[src/rtl/rrts_pkg.sv]
// Package for the round-robin task scheduler.
// Holds the shared widths, codes, slot record type and reset defaults.
// It has no dependencies.
package rrts_pkg;

  // Default number of task slots.
  localparam int SlotCountDef = 16;

  // Field widths.
  localparam int OpW    = 3;
  localparam int TimeW  = 64;
  localparam int MsW    = 32;
  localparam int IdW    = 32;
  localparam int QntW   = 16;
  localparam int RateW  = 17;
  localparam int StatW  = 2;
  localparam int CfgIdxW = 2;
  localparam int CfgW   = 17;

  // Milliseconds per second, used in the sleep conversion.
  localparam int TickDiv = 1000;

  // Register reset values.
  localparam logic [QntW-1:0]  QuantumReset = 16'd10;
  localparam logic [RateW-1:0] RateReset    = 17'd1000;

  typedef enum logic [OpW-1:0] {
    OP_TICK   = 3'd0,
    OP_YIELD  = 3'd1,
    OP_CREATE = 3'd2,
    OP_SLEEP  = 3'd3,
    OP_EXIT   = 3'd4,
    OP_KILL   = 3'd5
  } op_e;

  typedef enum logic [2:0] {
    ST_UNUSED   = 3'd0,
    ST_READY    = 3'd1,
    ST_RUNNING  = 3'd2,
    ST_SLEEPING = 3'd3,
    ST_DEAD     = 3'd4
  } slot_status_e;

  typedef enum logic [StatW-1:0] {
    STAT_OK       = 2'd0,
    STAT_FULL     = 2'd1,
    STAT_NO_TASK  = 2'd2,
    STAT_DISABLED = 2'd3
  } status_e;

  typedef enum logic [CfgIdxW-1:0] {
    CFG_QUANTUM = 2'd0,
    CFG_RATE    = 2'd1,
    CFG_ENABLE  = 2'd2
  } cfg_idx_e;

  // One entry of the slot table, as it travels along the ring.
  typedef struct packed {
    slot_status_e       status;
    logic [IdW-1:0]     id;
    logic [TimeW-1:0]   wake;
  } slot_t;

endpackage

[src/rtl/rrts_tick_conv.sv]
// Sleep conversion unit: ticks = ms * rate / 1000, at least one tick for nonzero ms.
// One registered multiply, then a divide by 1000 in four 16-bit quotient digits,
// each found by a reciprocal multiplication. Depends on rrts_pkg.
module rrts_tick_conv (
  input  logic                        clk_i,
  input  logic                        rst_ni,
  input  logic                        start_i,
  input  logic [rrts_pkg::MsW-1:0]    ms_i,
  input  logic [rrts_pkg::RateW-1:0]  rate_i,
  output logic                        done_o,
  output logic [rrts_pkg::TimeW-1:0]  ticks_o
);

  localparam int ProdW   = rrts_pkg::MsW + rrts_pkg::RateW;
  localparam int DigW    = 16;
  localparam int RemW    = 10;
  localparam int PartW   = RemW + DigW;
  localparam int RecipW  = 27;
  localparam int RecipSh = 36;
  localparam int WideW   = PartW + RecipW;
  localparam logic [RecipW-1:0] Recip    = 27'd68719477;
  localparam logic [PartW-1:0]  Div      = PartW'(rrts_pkg::TickDiv);
  localparam logic [1:0]        LastStep = 2'd3;

  logic                       busy_q, done_q, ms_nz_q;
  logic [1:0]                 step_q;
  logic [RemW-1:0]            rem_q;
  logic [rrts_pkg::TimeW-1:0] dq_q;
  logic [ProdW-1:0]           prod;
  logic [PartW-1:0]           part, back, rest;
  logic [WideW-1:0]           wide;
  logic [DigW-1:0]            qdig;

  // Product of milliseconds and rate, loaded when a conversion starts.
  assign prod = ProdW'(ms_i) * ProdW'(rate_i);

  // One quotient digit per cycle. The partial dividend stays below 1000 * 2^16, where
  // multiplying by 2^36 / 1000 rounded up and dropping 36 bits gives the exact quotient.
  assign part = {rem_q, dq_q[rrts_pkg::TimeW-1 -: DigW]};
  assign wide = WideW'(part) * WideW'(Recip);
  assign qdig = wide[RecipSh +: DigW];
  assign back = PartW'(qdig) * Div;
  assign rest = part - back;

  always_ff @(posedge clk_i or negedge rst_ni) begin
    if (!rst_ni) begin
      busy_q <= 1'b0;
      done_q <= 1'b0;
      step_q <= '0;
    end else begin
      done_q <= 1'b0;
      if (start_i) begin
        busy_q <= 1'b1;
        step_q <= '0;
      end else if (busy_q) begin
        step_q <= step_q + 1'b1;
        if (step_q == LastStep) begin
          busy_q <= 1'b0;
          done_q <= 1'b1;
        end
      end
    end
  end

  // Datapath registers: the dividend shifts out at the top as quotient digits shift in.
  always_ff @(posedge clk_i) begin
    if (start_i) begin
      dq_q    <= rrts_pkg::TimeW'(prod);
      rem_q   <= '0;
      ms_nz_q <= ms_i != '0;
    end else if (busy_q) begin
      rem_q <= rest[RemW-1:0];
      dq_q  <= {dq_q[rrts_pkg::TimeW-DigW-1:0], qdig};
    end
  end

  assign done_o  = done_q;
  assign ticks_o = (ms_nz_q && dq_q == '0) ? rrts_pkg::TimeW'(1) : dq_q;

endmodule

[config.mk]
export PLATFORM = sky130hd
export DESIGN_NAME = rrts_tick_conv
export DESIGN_NICKNAME = d
export VERILOG_FILES = /design/src/rtl/rrts_pkg.sv /design/src/rtl/rrts_tick_conv.sv
export SDC_FILE = /design/constraint.sdc
export NUM_CORES = 2
export LEC_CHECK = 0
export ABC_AREA = 1
export BUFFER_PORTS_ARGS = -buffer_cell sky130_fd_sc_hd__buf_2
export CORE_MARGIN = 2
export CORE_UTILIZATION = 40
export CTS_CLUSTER_DIAMETER = 150
export DETAILED_ROUTE_END_ITERATION = 8
export SYNTH_ARGS = -nofsm -noshare
export SYNTH_HDL_FRONTEND = slang
export SYNTH_SLANG_ARGS = --single-unit
[constraint.sdc]
create_clock -name clk_i -period 9.94 [get_ports clk_i]
set_clock_uncertainty 0.2 [all_clocks]
set_input_delay 0.994 -clock clk_i [delete_from_list [all_inputs] [get_ports clk_i]]
set_output_delay 0.994 -clock clk_i [all_outputs]
set_load 0.03 [all_outputs]
# Word level (Yosys, flattened, before mapping)
# Index checks and enable logic that the tools add are counted.
op_classes:
  add_sub_neg: 2
  mul: 3
  eq_ne: 1
  n_mux: 11
  reduce_logical: 4
ops:
  columns: ["operator", "n"]
  rows:
  - ["49-bit 2-to-1 mux", 2]
  - ["64-bit zero test", 1]
  - ["64-bit 2-to-1 mux", 1]
  - ["26-bit by 27-bit multiplier with 52-bit output, second input constant", 1]
  - ["32-bit by 17-bit multiplier with 49-bit output", 1]
  - ["32-bit nonzero test", 1]
  - ["16-bit by 7-bit multiplier with 7-bit output, second input constant", 1]
  - ["10-bit subtractor", 1]
  - ["1-bit 2-to-1 mux", 6]
  - ["2-bit 2-to-1 mux", 2]
  - ["2-bit by 1-bit adder with 2-bit output, second input constant", 1]
  - ["2-bit equality test, second input constant", 1]
  - ["2-bit nonzero test", 1]
  - ["1-bit logical AND", 1]
word_totals:
  reg_bits: 79
  inputBits: 52
  output_inout_bits: 65
  word_cells: 28

# Depth between registers and ports, before layout
logic_depth:
  word_depth: 4
  mapped_depth: 45

# Worst setup path after synthesis
# No wires, ideal clock.
synth_path:
  path_type: "register -> register"
  startpoint: "register dq_q[60] (netlist name)"
  endpoint: "register rem_q[9]"
  arrival_ns: 8.326
  required_ns: 9.627
  slack_ns: 1.301
  path_stages_with_launch: 38
  path_buffers: 0
  cell_sequence: "dfxtp_1 -> inv_1 -> ha_1 -> inv_1 -> fa_1 -> inv_1 -> fa_1 -> inv_1 -> fa_1 -> inv_1 -> fa_1 -> fa_1 -> inv_1 -> fa_1 -> inv_1 -> ha_1 -> a21oi_1 -> o21bai_1 -> [2 not listed] -> xor2_1 -> ha_1 -> ha_1 -> inv_1 -> fa_1 -> fa_1 -> inv_1 -> ha_1 -> xor2_1 -> ha_1 -> nand2_1 -> nor2_1 -> a211oi_1 -> nand2_1 -> inv_1 -> nand3_1 -> nand3_1 -> nand2_1"
synth_via:
  elab_chain_len: 3
synth_rtl:
  columns: ["item", "line_no", "source"]
  rows:
  - ["start, declared", "rrts_tick_conv.sv:28", "logic [rrts_pkg::TimeW-1:0] dq_q;"]
  - ["start signal, assigned", "rrts_tick_conv.sv:68", "dq_q <= rrts_pkg::TimeW'(prod);"]
  - ["start signal, assigned", "rrts_tick_conv.sv:73", "dq_q <= {dq_q[rrts_pkg::TimeW-DigW-1:0], qdig};"]
  - ["26-bit by 27-bit multiplier with 52-bit output", "rrts_tick_conv.sv:40", "assign wide = WideW'(part) * WideW'(Recip);"]
  - ["16-bit by 7-bit multiplier with 7-bit output", "rrts_tick_conv.sv:42", "assign back = PartW'(qdig) * Div;"]
  - ["10-bit subtractor", "rrts_tick_conv.sv:43", "assign rest = part - back;"]
  - ["end signal, assigned", "rrts_tick_conv.sv:72", "rem_q <= rest[RemW-1:0];"]
  - ["end, declared", "rrts_tick_conv.sv:27", "logic [RemW-1:0] rem_q;"]
# No other way between the ends.
# A chain may end at the register's enable or synchronous reset.

# Worst setup path in the final report
# Ends and elaborated chain as after synthesis.

==> flow_summary_export.csv <==
group,metric,value,unit
status,status,"finished clean",
synth,netlist_area,32500,sq um
sta,finalCritPeriodShare,95.1,%
sta,layout_setup_ws,0.482,ns
routing,drc,0,
routing,dr.max_layer_used,"met5",
final_layout,fin_util,42.6,%
sta,fin_hold_ws,0.224,ns
final_layout,drive_gt1_share,5.83,%
sta,tightestPinTransition,1.03,ns
sta,hold_viol_final,0,
sta,clock.fmax,106,MHz
final_layout,area_growth,5.42,%
synth,synth_edf_count,50,
final_layout,multi_input_area,25400,sq um
final_layout,regArea,2100,sq um
synth,postSynthCellCount,4009,
synth,seq_area_frac_synth,6.47,%
clocking,cts_tree,"yes",
routing,via_count,25486,
synth,ys.warnings.count,0,
critical_path,path_class,"reg -> reg",
routing,drt-total-wl,100000,microns
clocking,h-tree-depth,3,
sta,finalSetupViolCount,0,
global_route,antenna_found_initial,3,
routing,routed_via_density,5.04,
floorplan,die_x,289,microns
routing,wl_met3,6130,microns
critical_path,crit_path_start_kind,"register",
floorplan,io_pins,117,
flow_run,cap_violations,0,
floorplan,core,80400,sq um
routing,post_drt_wl_per_cell,19.9,microns
critical_path,slowest_delay,0.56,ns
routing,drt_iter0_markers,1616,
global_route,grt_pass1_vias,26791,
final_layout,nNetsFinal,5122,
clocking,clkLatencyLatePin,0.37,ns
placed_design,port_buffers,116,
sta,max-slew-margin-rel,31.5,%
routing,drt_pass1_iterations,7,
final_layout,antenna_cells,0,
floorplan,fp.dieH,289,microns
critical_path,crit_path_frequent_cell,"inv_1",
critical_path,crit_arrival,9.51,ns
final_layout,mostFrequentLayoutCells,"inv_1 (1144), nand2_1 (896), fa_1 (664)",
synth,synth.distinct_cells,55,
clocking,post_cts_buffers,0,
global_route,grt_first_pass_wirelength,157000,microns
routing,drt-met1-wl,43000,microns
clocking,clkTransAtPathRegs,0.07,ns
min_path,hold_path.class,"in -> async",
synth,syn_area_per_cell,8.10,sq um
placed_design,hpwlAfterDp,83400,microns
synth,synthArstFlopShare,5.06,%
synth,synthesis.nets,5141,
placed_design,dp_slack,0.485,ns
placed_design,gp_congestion,0.995,
sta,finalSetupTns,0,ns
floorplan,dieArea,83500,sq um
clocking,numCtsBuffers,9,
clocking,root_buffer,"clkbuf_16",
critical_path,required,10.00,ns
synth,ys_seq_elements,79,
final_layout,fillers,8251,
global_route,grt_max_degree,71,
sta,period_needed,9.46,ns
critical_path,cpMaxStageDelayCell,"dfxtp_1",
synth,ys.flop_type,"edfxtp_1",
global_route,grt_overflow,0,
sta,drv_slew,0,
routing,wl_met2,48400,microns
critical_path,crit_path_end_kind,"register",
clocking,cts.sinks,79,
clocking,clock_tree.buffer_depth,2,
floorplan,initial_core_util,40.4,%
global_route,grt_usage,24.8,%
sta,rsz0062_at_grt,"false",
floorplan,row_count,104,
critical_path,critPathMaxFanout,7,
routing,ant_nets,0,
final_layout,layout_commonest_cell,"inv_1",
==> cells by family after synthesis <==
family          synth area share, %
fa+ha+maj                      57.0
simple gates                   15.1
buf+inv                        15.4
mux                          0.0308
xor+xnor                      0.998
compound gates                 5.10
flops                          6.47
==> synth_stat cells (16+ instances only) <==
cell type / n / area [sq um]
nor2_1: 137 / 514
buf_1: 24 / 90.1
a31oi_1: 16 / 100
ha_1: 416 / 5200
nor4_1: 23 / 144
nand3_1: 54 / 270
inv_1: 1145 / 4300
nand4_1: 24 / 150
a21oi_1: 101 / 505
nand2_1: 896 / 3360
edfxtp_1: 50 / 1500
xor2_1: 19 / 166
fa_1: 664 / 13300
o21ai_0: 98 / 490
dfxtp_1: 25 / 500
xnor2_1: 18 / 158
clkbuf_1: 153 / 574
==> critical path, delay by kind of cell, from the launching register on <==
family,cells,cell delay (ns)
XOR/XNOR,2,0.43
flip-flops,1,0.56
AND/OR/NAND/NOR,6,0.47
AO/OA/AOI/OAI,5,1.08
adder cells (fa/ha/maj),14,5.88
buffers and inverters,10,0.72
==> what timing repair did <==
item,in CTS,in global routing
setup endpoints to repair,0,1
gates resized for setup,0,2
hold buffers,0,0
==> sequential cells by signal (all words and copies together) (netlist names) <==
| register | cells |
|---|---|
| busy_q | 1 |
| done_o | 1 |
| ms_nz_q | 1 |
| rem_q | 10 |
| step_q | 2 |
| dq_q | 64 |
==> path summary, 6_finish.rpt <==
check / slack (ns) / from / cells past startpoint / endpoint
min reg2reg: 0.32 / step_q[1] / 1 / step_q[1]
min in group clk_i: 0.32 / step_q[1] / 1 / step_q[1]
max reg2reg: 0.48 / dq_q[60] / 37 / rem_q[9]
max in group asynchronous: 9.19 / rst_ni / 1 / step_q[1]
max: 0.48 / dq_q[60] / 37 / rem_q[9]
min: 0.22 / rst_ni / 1 / done_o
==> area by class of cell <==
cell class	count	share of cell area, %
Clock buffer	9	0.658
Clock inverter	7	0.161
Tap cell	1060	3.87
Timing Repair Buffer	148	2.40
Inverter	1150	12.6
Sequential cell	79	6.14
Multi-Input combinational cell	2602	74.2
==> through the flow <==
stage / area [sq um] / cells
global placement: 33900 / 5039
global route: 34200 / 5055
detailed placement: 33900 / 5039
CTS: 34200 / 5055
floorplan: 32500 / 4009
finish: 34200 / 5055
==> per-layer routing <==
layer  GRT usage, %  vias to the layer above
li1               -                    11673
met1           33.9                    12754
met2           42.2                      896
met3           2.51                      161
met4           6.37                        2
met5              0                        -
Power is left out: the tool's default activity adds up to more than one toggle a clock period on the data nets, which glitch-free logic cannot reach.
