--- config.mk ---
export PLATFORM = sky130hd
export DESIGN_NAME = rrts_cell
export DESIGN_NICKNAME = d
export VERILOG_FILES = /design/src/rtl/rrts_pkg.sv /design/src/rtl/rrts_cell.sv
export SDC_FILE = /design/constraint.sdc
export NUM_CORES = 1
export LEC_CHECK = 0
export BUFFER_PORTS_ARGS = -buffer_cell sky130_fd_sc_hd__buf_2
export CAP_MARGIN = 40
export CELL_PAD_IN_SITES_DETAIL_PLACEMENT = 1
export CELL_PAD_IN_SITES_GLOBAL_PLACEMENT = 1
export CORE_UTILIZATION = 37
export CTS_CLUSTER_SIZE = 30
export DETAILED_ROUTE_END_ITERATION = 7
export PLACE_DENSITY = 0.84
export SYNTH_ARGS = -nofsm -noshare
export SYNTH_HDL_FRONTEND = slang
export SYNTH_SLANG_ARGS = --single-unit
export TNS_END_PERCENT = 1
--- constraint.sdc ---
create_clock -name clk_i -period 1.4 [get_ports clk_i]
set_input_delay 0.07 -clock clk_i [delete_from_list [all_inputs] [get_ports clk_i]]
set_output_delay 0.07 -clock clk_i [all_outputs]
set_load 0.1 [all_outputs]
--- src/rtl/rrts_pkg.sv ---
// Package for the round-robin task scheduler.
// Holds the shared widths, codes, slot record type and reset defaults.
// It has no dependencies.
package rrts_pkg;

  // Default number of task slots.
  localparam int SlotCountDef = 16;

  // Field widths.
  localparam int OpW    = 3;
  localparam int TimeW  = 64;
  localparam int MsW    = 32;
  localparam int IdW    = 32;
  localparam int QntW   = 16;
  localparam int RateW  = 17;
  localparam int StatW  = 2;
  localparam int CfgIdxW = 2;
  localparam int CfgW   = 17;

  // Milliseconds per second, used in the sleep conversion.
  localparam int TickDiv = 1000;

  // Register reset values.
  localparam logic [QntW-1:0]  QuantumReset = 16'd10;
  localparam logic [RateW-1:0] RateReset    = 17'd1000;

  typedef enum logic [OpW-1:0] {
    OP_TICK   = 3'd0,
    OP_YIELD  = 3'd1,
    OP_CREATE = 3'd2,
    OP_SLEEP  = 3'd3,
    OP_EXIT   = 3'd4,
    OP_KILL   = 3'd5
  } op_e;

  typedef enum logic [2:0] {
    ST_UNUSED   = 3'd0,
    ST_READY    = 3'd1,
    ST_RUNNING  = 3'd2,
    ST_SLEEPING = 3'd3,
    ST_DEAD     = 3'd4
  } slot_status_e;

  typedef enum logic [StatW-1:0] {
    STAT_OK       = 2'd0,
    STAT_FULL     = 2'd1,
    STAT_NO_TASK  = 2'd2,
    STAT_DISABLED = 2'd3
  } status_e;

  typedef enum logic [CfgIdxW-1:0] {
    CFG_QUANTUM = 2'd0,
    CFG_RATE    = 2'd1,
    CFG_ENABLE  = 2'd2
  } cfg_idx_e;

  // One entry of the slot table, as it travels along the ring.
  typedef struct packed {
    slot_status_e       status;
    logic [IdW-1:0]     id;
    logic [TimeW-1:0]   wake;
  } slot_t;

endpackage

--- src/rtl/rrts_cell.sv ---
// One cell of the slot ring: holds one slot record and passes it on when shifting.
// Depends on rrts_pkg for the slot record type.
module rrts_cell #(
  parameter bit FIRST = 1'b0
) (
  input  logic            clk_i,
  input  logic            rst_ni,
  input  logic            shift_i,
  input  rrts_pkg::slot_t d_i,
  output rrts_pkg::slot_t q_o
);

  rrts_pkg::slot_t slot_q;

  // The first cell starts as the running task, all others as unused.
  always_ff @(posedge clk_i or negedge rst_ni) begin
    if (!rst_ni) begin
      slot_q.status <= FIRST ? rrts_pkg::ST_RUNNING : rrts_pkg::ST_UNUSED;
      slot_q.id     <= '0;
      slot_q.wake   <= '0;
    end else if (shift_i) begin
      slot_q <= d_i;
    end
  end

  assign q_o = slot_q;

endmodule

Word level (Yosys, flattened, before mapping)
Index checks and enable logic that the tools add are counted.
- flip-flop bits (word level): 99
- input bits: 102

Depth between registers and ports, before layout
Gate-level depths: netlist (run 1).
- depth after elaboration: 0
- gate-level depth with buffers: 4
- depth with buffers taken out: 1

Worst setup path after synthesis (run 1)
Ideal clock, no wire load.
- kind: register to register
- start: register q_o[54] (netlist name)
- end: register slot_q, in the netlist q_o[54]
- arrival time: 1.132 ns
- setup slack: 0.142 ns
- cell stages (with the launch flop): 2
- buffers on the path: 0
- path through: dfrtp_1 > mux2_4
- RTL lines (what ; line ; RTL):
    end signal: assignment ; rrts_cell.sv:22 ; slot_q <= d_i;
    end: declaration ; rrts_cell.sv:13 ; rrts_pkg::slot_t slot_q;

Worst setup path after layout (run 1)
- start: register slot_q, in the netlist q_o[15]
- end: output port q_o[15] (netlist name)
- RTL lines (what ; line ; RTL):
    end: declaration ; rrts_cell.sv:10 ; output rrts_pkg::slot_t q_o
No word-level cell between the ends.

==> results of run 1 <==
[per-stage QoR]
stage | cell area, µm² | hold WS (ns) | utilization [%] | power (mW) | setup slack (ns)
3_3_place_gp | 4890 | 0.0855 | 50.3 | 6.41 | 0.288
3_5_place_dp | 4890 | 0.0842 | 50.3 | 6.46 | 0.257
6_report | 6030 | 0.200 | 62.0 | 8.18 | 0.134
2_1_floorplan | 3700 | -0.226 | - | 5.84 | 0.142
5_1_grt | 6030 | 0.185 | 62.0 | 8.50 | 0.0896
4_1_cts | 6030 | 0.170 | 61.9 | 8.18 | 0.134
[power groups by stage]
stage	sequential [mW]	clock [mW]	combinational, mW
finish	3.30	1.50	3.38
global route	3.34	1.69	3.47
CTS	3.29	1.55	3.34
detailed placement	3.34	0	3.12
global placement	3.32	0	3.09
floorplan	5.46	0	0.376
[routing by layer]
metal	GRT usage [%]	share of wire, %	wire length [µm]	vias to the layer above
li1	-	-	-	1339
met1	24.3	34	4150	1478
met2	45.6	56	6860	140
met3	5.06	5.8	709	43
met4	15.2	4.6	569	0
met5	0	0	0	-
[area by class of cell]
cell class,instances,share of cell area (%)
antenna,1,0.0415
clock buffer,11,2.18
clock inverter,1,0.0830
multi-input combinational,99,19.1
sequential,99,41.1
tap,133,2.76
timing repair buffer,305,34.7
[cells by family after synthesis]
family | after synthesis | synth area share, %
mux | 99 | 31.1
flops | 99 | 66.9
buf+inv | 11 | 1.99
[final timing paths]
kind                                startpoint                  end  slack (ns)  cells after the start
hold / removal                         shift_i  q_o[83]$_DFFE_PN0P_        0.20                      2
hold reg to reg            q_o[73]$_DFFE_PN0P_  q_o[73]$_DFFE_PN0P_        0.51                      1
setup reg to reg           q_o[39]$_DFFE_PN0P_  q_o[39]$_DFFE_PN0P_        0.59                      1
setup / recovery           q_o[15]$_DFFE_PN0P_              q_o[15]        0.13                      1
max in group asynchronous               rst_ni  q_o[28]$_DFFE_PN0P_        0.90                      3
min in group asynchronous               rst_ni  q_o[18]$_DFFE_PN0P_        0.24                      3
[timing repair]
action | in CTS | in global routing
buffers inserted | 0 | 0
hold buffers | 100 | 0
endpoints found under the hold margin | 198 | 0
[cells in the final DEF (no fill, tap or decap), drive strengths merged]
master and instances:
dfrtp 99, clkinv 1, clkbuf 11, dlygate4sd3 100, buf 205, mux2 99, diode 1
==> flow_summary.json, run 1 <==
{
  "grt_max_degree": 52,
  "syn_inst": 209,
  "fmax_ghz": 0.790,
  "p_seq_share_pct": 40.4,
  "finalClockSkew_ns": 0,
  "endpoint_kind": "output port",
  "drive_gt1_share_pct": 61.0,
  "clk-insertion-delay-late_ns": 0.35,
  "p_sw_share_pct": 44.8,
  "finalSetupViolCount": 0,
  "critPathSlowestCell": "buf_2",
  "cp.required_ns": 1.33,
  "grt_first_pass_wirelength_mm": 18.2,
  "die_h_um": 102,
  "period_share_pct": 90.4,
  "path_max_fanout": 2,
  "fp.dieW_um": 102,
  "netSwitchingPower_mw": 3.67,
  "cts_buffer_depth": 2,
  "synth_area_leader_cell": "dfrtp_1",
  "grt_usage_pct": 24.3,
  "io_buffers": 200,
  "fin_crit_ns": 1.27,
  "internal-power_mw": 4.52,
  "rsz0062_at_grt": "false",
  "synth_ff_type": "dfrtp_1",
  "vias": 3000,
  "ys_top_cells_by_count": "dfrtp_1 (99), mux2_2 (89), mux2_4 (10), buf_2 (8), buf_6 (3)",
  "die-area_um2": 10400,
  "critical-path-max-stage-delay_ns": 0.45,
  "combPwrFrac_pct": 41.3,
  "dp.cells": 536,
  "io-pin-count": 201,
  "cap_violations": 0,
  "ys_seq_area_share_pct": 66.9,
  "hold_violations": 0,
  "synth.avg_cell_area_um2": 17.7,
  "layout.nets": 616,
  "clockPowerShare_pct": 18.3,
  "syn_to_final_growth_pct": 62.8,
  "yosysTopAreaCellShare_pct": 66.9,
  "grt_pass1_vias": 3480,
  "fillers": 1022,
  "critPathTopFamily": "buffers and inverters",
  "clock-sinks": 99,
  "cts_tree": "yes",
  "ys_types": 5,
  "irDropWorstVdd_uv": 634,
  "ys_ff_latch": 99,
  "fin_tns_setup_ns": 0,
  "cts_htree_levels": 3,
  "powerDensity_nw_per_um2": 1360,
  "firstDrtPassIters": 4,
  "fin_cells": 649,
  "syn_area_um2": 3700,
  "root_buffer": "clkbuf_8",
  "remaining_drc_errors": 0,
  "antenna_found_initial": 1,
  "gp_congestion": 0.698,
  "multi_input_area_um2": 1150,
  "largest_reg_flops": 99,
  "critPathBufInv": 1,
  "worst_pin_slew_ns": 0.512,
  "drt_iter0_drc": 46,
  "cts_resized": 0,
  "crit_arrival_ns": 1.20,
  "core_area_um2": 9730,
  "viasPerCell": 4.62,
  "seq_area_um2": 2480,
  "routed_wl_mm": 12.3,
  "path_cells": "buf_2",
  "crit_type": "register to output port",
  "hpwlAfterDp_mm": 6.32,
  "slew_headroom_pct": 66.1,
  "start_kind": "register",
  "min_path_type": "input port to register",
  "cts_buffers": 9,
  "post_drt_wl_per_cell_um": 18.9,
  "synth_fp_nets": 311,
  "final_max_slew_viol_count": 0,
  "synth_area_leaders": "dfrtp_1 (67%), mux2_2 (27%), mux2_4 (4.1%), buf_2 (1.1%), buf_6 (0.91%)",
  "clk_pin_slew_worst_paths_ns": 0.09,
  "synth_edf_count": 0,
  "yosys_warnings": 0,
  "ant_nets": 0,
  "core.rowCount": 36,
  "synth_most_common_cell": "dfrtp_1",
  "grt_overflow_total": 0,
  "postSynth.asyncResetShare_pct": 100,
  "status": "finished clean",
  "leakagePower_nw": 2.91,
  "start_util_pct": 38.1
}
Note: power is estimated with default switching activity, not from simulation.
==> run 2: changes to the inputs <==
CELL_PAD_IN_SITES_DETAIL_PLACEMENT = 0   (was 1)
==> run 2 against run 1 <==
  * Utilization up 0.80 points
  * Final area up 1.3%
  * Clock power up 31%
  * Clock skew unchanged
==> flow_summary.json, run 2 (synthesis results as in run 1) <==
{
  "hpwlAfterDp_mm": 5.65,
  "die_h_um": 102,
  "path_max_fanout": 2,
  "layout_commonest_cell": "buf_2",
  "viasPerCell": 4.40,
  "root_buffer": "clkbuf_8",
  "drt_iter0_drc": 51,
  "r2r_start": "q_o[38]$_DFFE_PN0P_",
  "start_kind": "register",
  "hold_violations": 0,
  "irDropWorstVdd_uv": 838,
  "layout.nets": 616,
  "critPathSlowestCell": "buf_2",
  "clk_pin_slew_worst_paths_ns": 0.10,
  "endpoint_kind": "output port",
  "final_cell_mix": "buf_2 (198), dlygate4sd3_1 (100), dfrtp_1 (99)",
  "clock-sinks": 99,
  "io_buffers": 200,
  "min_to": "q_o[26]$_DFFE_PN0P_",
  "cts_htree_levels": 3,
  "whs_path_depth": 2,
  "grt_max_degree": 52,
  "finalSetupViolCount": 0,
  "min_path_type": "input port to register",
  "rsz0062_at_grt": "false",
  "core.rowCount": 36,
  "fin_crit_ns": 1.24,
  "critPathTopFamily": "buffers and inverters",
  "critPathBufInv": 1,
  "fin_area_um2": 6110,
  "regToRegEndpoint": "q_o[38]$_DFFE_PN0P_",
  "fin_tns_setup_ns": 0,
  "syn_to_final_growth_pct": 64.9,
  "worst_pin_slew_ns": 0.507,
  "worstHoldStart": "shift_i",
  "firstDrtPassIters": 4,
  "cp.required_ns": 1.33,
  "ant_nets": 0,
  "cts_tree": "yes",
  "diodes": 0,
  "io-pin-count": 201,
  "vias": 2866,
  "drive_gt1_share_pct": 61.7,
  "reg2reg_slack_ns": 0.61,
  "period_share_pct": 88.4,
  "status": "finished clean",
  "final_max_slew_viol_count": 0,
  "path_cells": "buf_2",
  "routed_wl_mm": 9.22,
  "cts_buffer_depth": 2,
  "antenna_found_initial": 0,
  "grt_pass1_vias": 3051,
  "grt_overflow_total": 0,
  "dp.cells": 536,
  "grt_usage_pct": 17.9,
  "slew_headroom_pct": 66.4,
  "r2r_cells": 1,
  "die-area_um2": 10400,
  "clk-insertion-delay-late_ns": 0.35,
  "cap_violations": 0,
  "gp_congestion": 0.698,
  "finalClockSkew_ns": 0,
  "cts_buffers": 9,
  "fp.dieW_um": 102,
  "place_area_um2": 4890,
  "start_util_pct": 38.1,
  "critical-path-max-stage-delay_ns": 0.44,
  "crit_type": "register to output port",
  "powerDensity_nw_per_um2": 1400,
  "crit_arrival_ns": 1.17,
  "post_drt_wl_per_cell_um": 14.1,
  "fmax_ghz": 0.808,
  "leakagePower_nw": 2.95,
  "grt_first_pass_wirelength_mm": 14.3,
  "largest_reg_flops": 99,
  "fin_cells": 652,
  "remaining_drc_errors": 0,
  "core_area_um2": 9730
}
run 2: per-stage QoR:
stage                     setup WS, ns  power (mW)  util, %  hold WS (ns)
after CTS                        0.142        8.66     62.8         0.168
after floorplan                  0.142        5.84        -        -0.226
after global routing             0.101        8.91     62.8         0.178
after detailed placement         0.256        6.44     50.3        0.0882
after global placement           0.288        6.41     50.3        0.0855
final                            0.162        8.57     62.8         0.191
run 2: worst max path at each step:
stage,startpoint,cells after the start,endpoint,slack [ns]
2_1_floorplan,q_o[54]$_DFFE_PN0P_,1,q_o[54]$_DFFE_PN0P_,0.14
3_3_place_gp,shift_i,3,q_o[95]$_DFFE_PN0P_,0.29
3_5_place_dp,shift_i,3,q_o[20]$_DFFE_PN0P_,0.26
4_1_cts,q_o[46]$_DFFE_PN0P_,1,q_o[46],0.14
5_1_grt,q_o[4]$_DFFE_PN0P_,1,q_o[4],0.10
6_report,q_o[83]$_DFFE_PN0P_,1,q_o[83],0.16
run 2: layout make-up:
cell class / count / area [µm²]
fill: 764 / 3620
sequential: 99 / 2480
timing repair buffer: 305 / 2090
multi-input combinational: 99 / 1150
tap: 133 / 166
clock buffer: 9 / 124
clock inverter: 7 / 92.6
run 2: what timing repair did:
action                     CTS  global route
setup buffers                0             0
setup endpoints to repair    0             0
hold buffers               100             0
hold endpoints to repair   198             0
resized for setup            0             0
run 2: report_power, final:
part           total, mW  internal, mW  switching, mW  leakage (nW)
registers           3.28          3.14          0.141          1.16
clock network       1.96          1.00          0.956         0.113
logic               3.32         0.763           2.56          1.68
run 2: metal layers:
metal  GRT usage (%)  vias up  routed length [µm]  part of all wire [%]
li1                -     1339                   -                     -
met1            20.0     1393                3570                    39
met2            32.5      118                4950                    54
met3            4.72       16                 552                   6.0
met4            6.92        0                 148                   1.6
met5               0        -                   0                     0
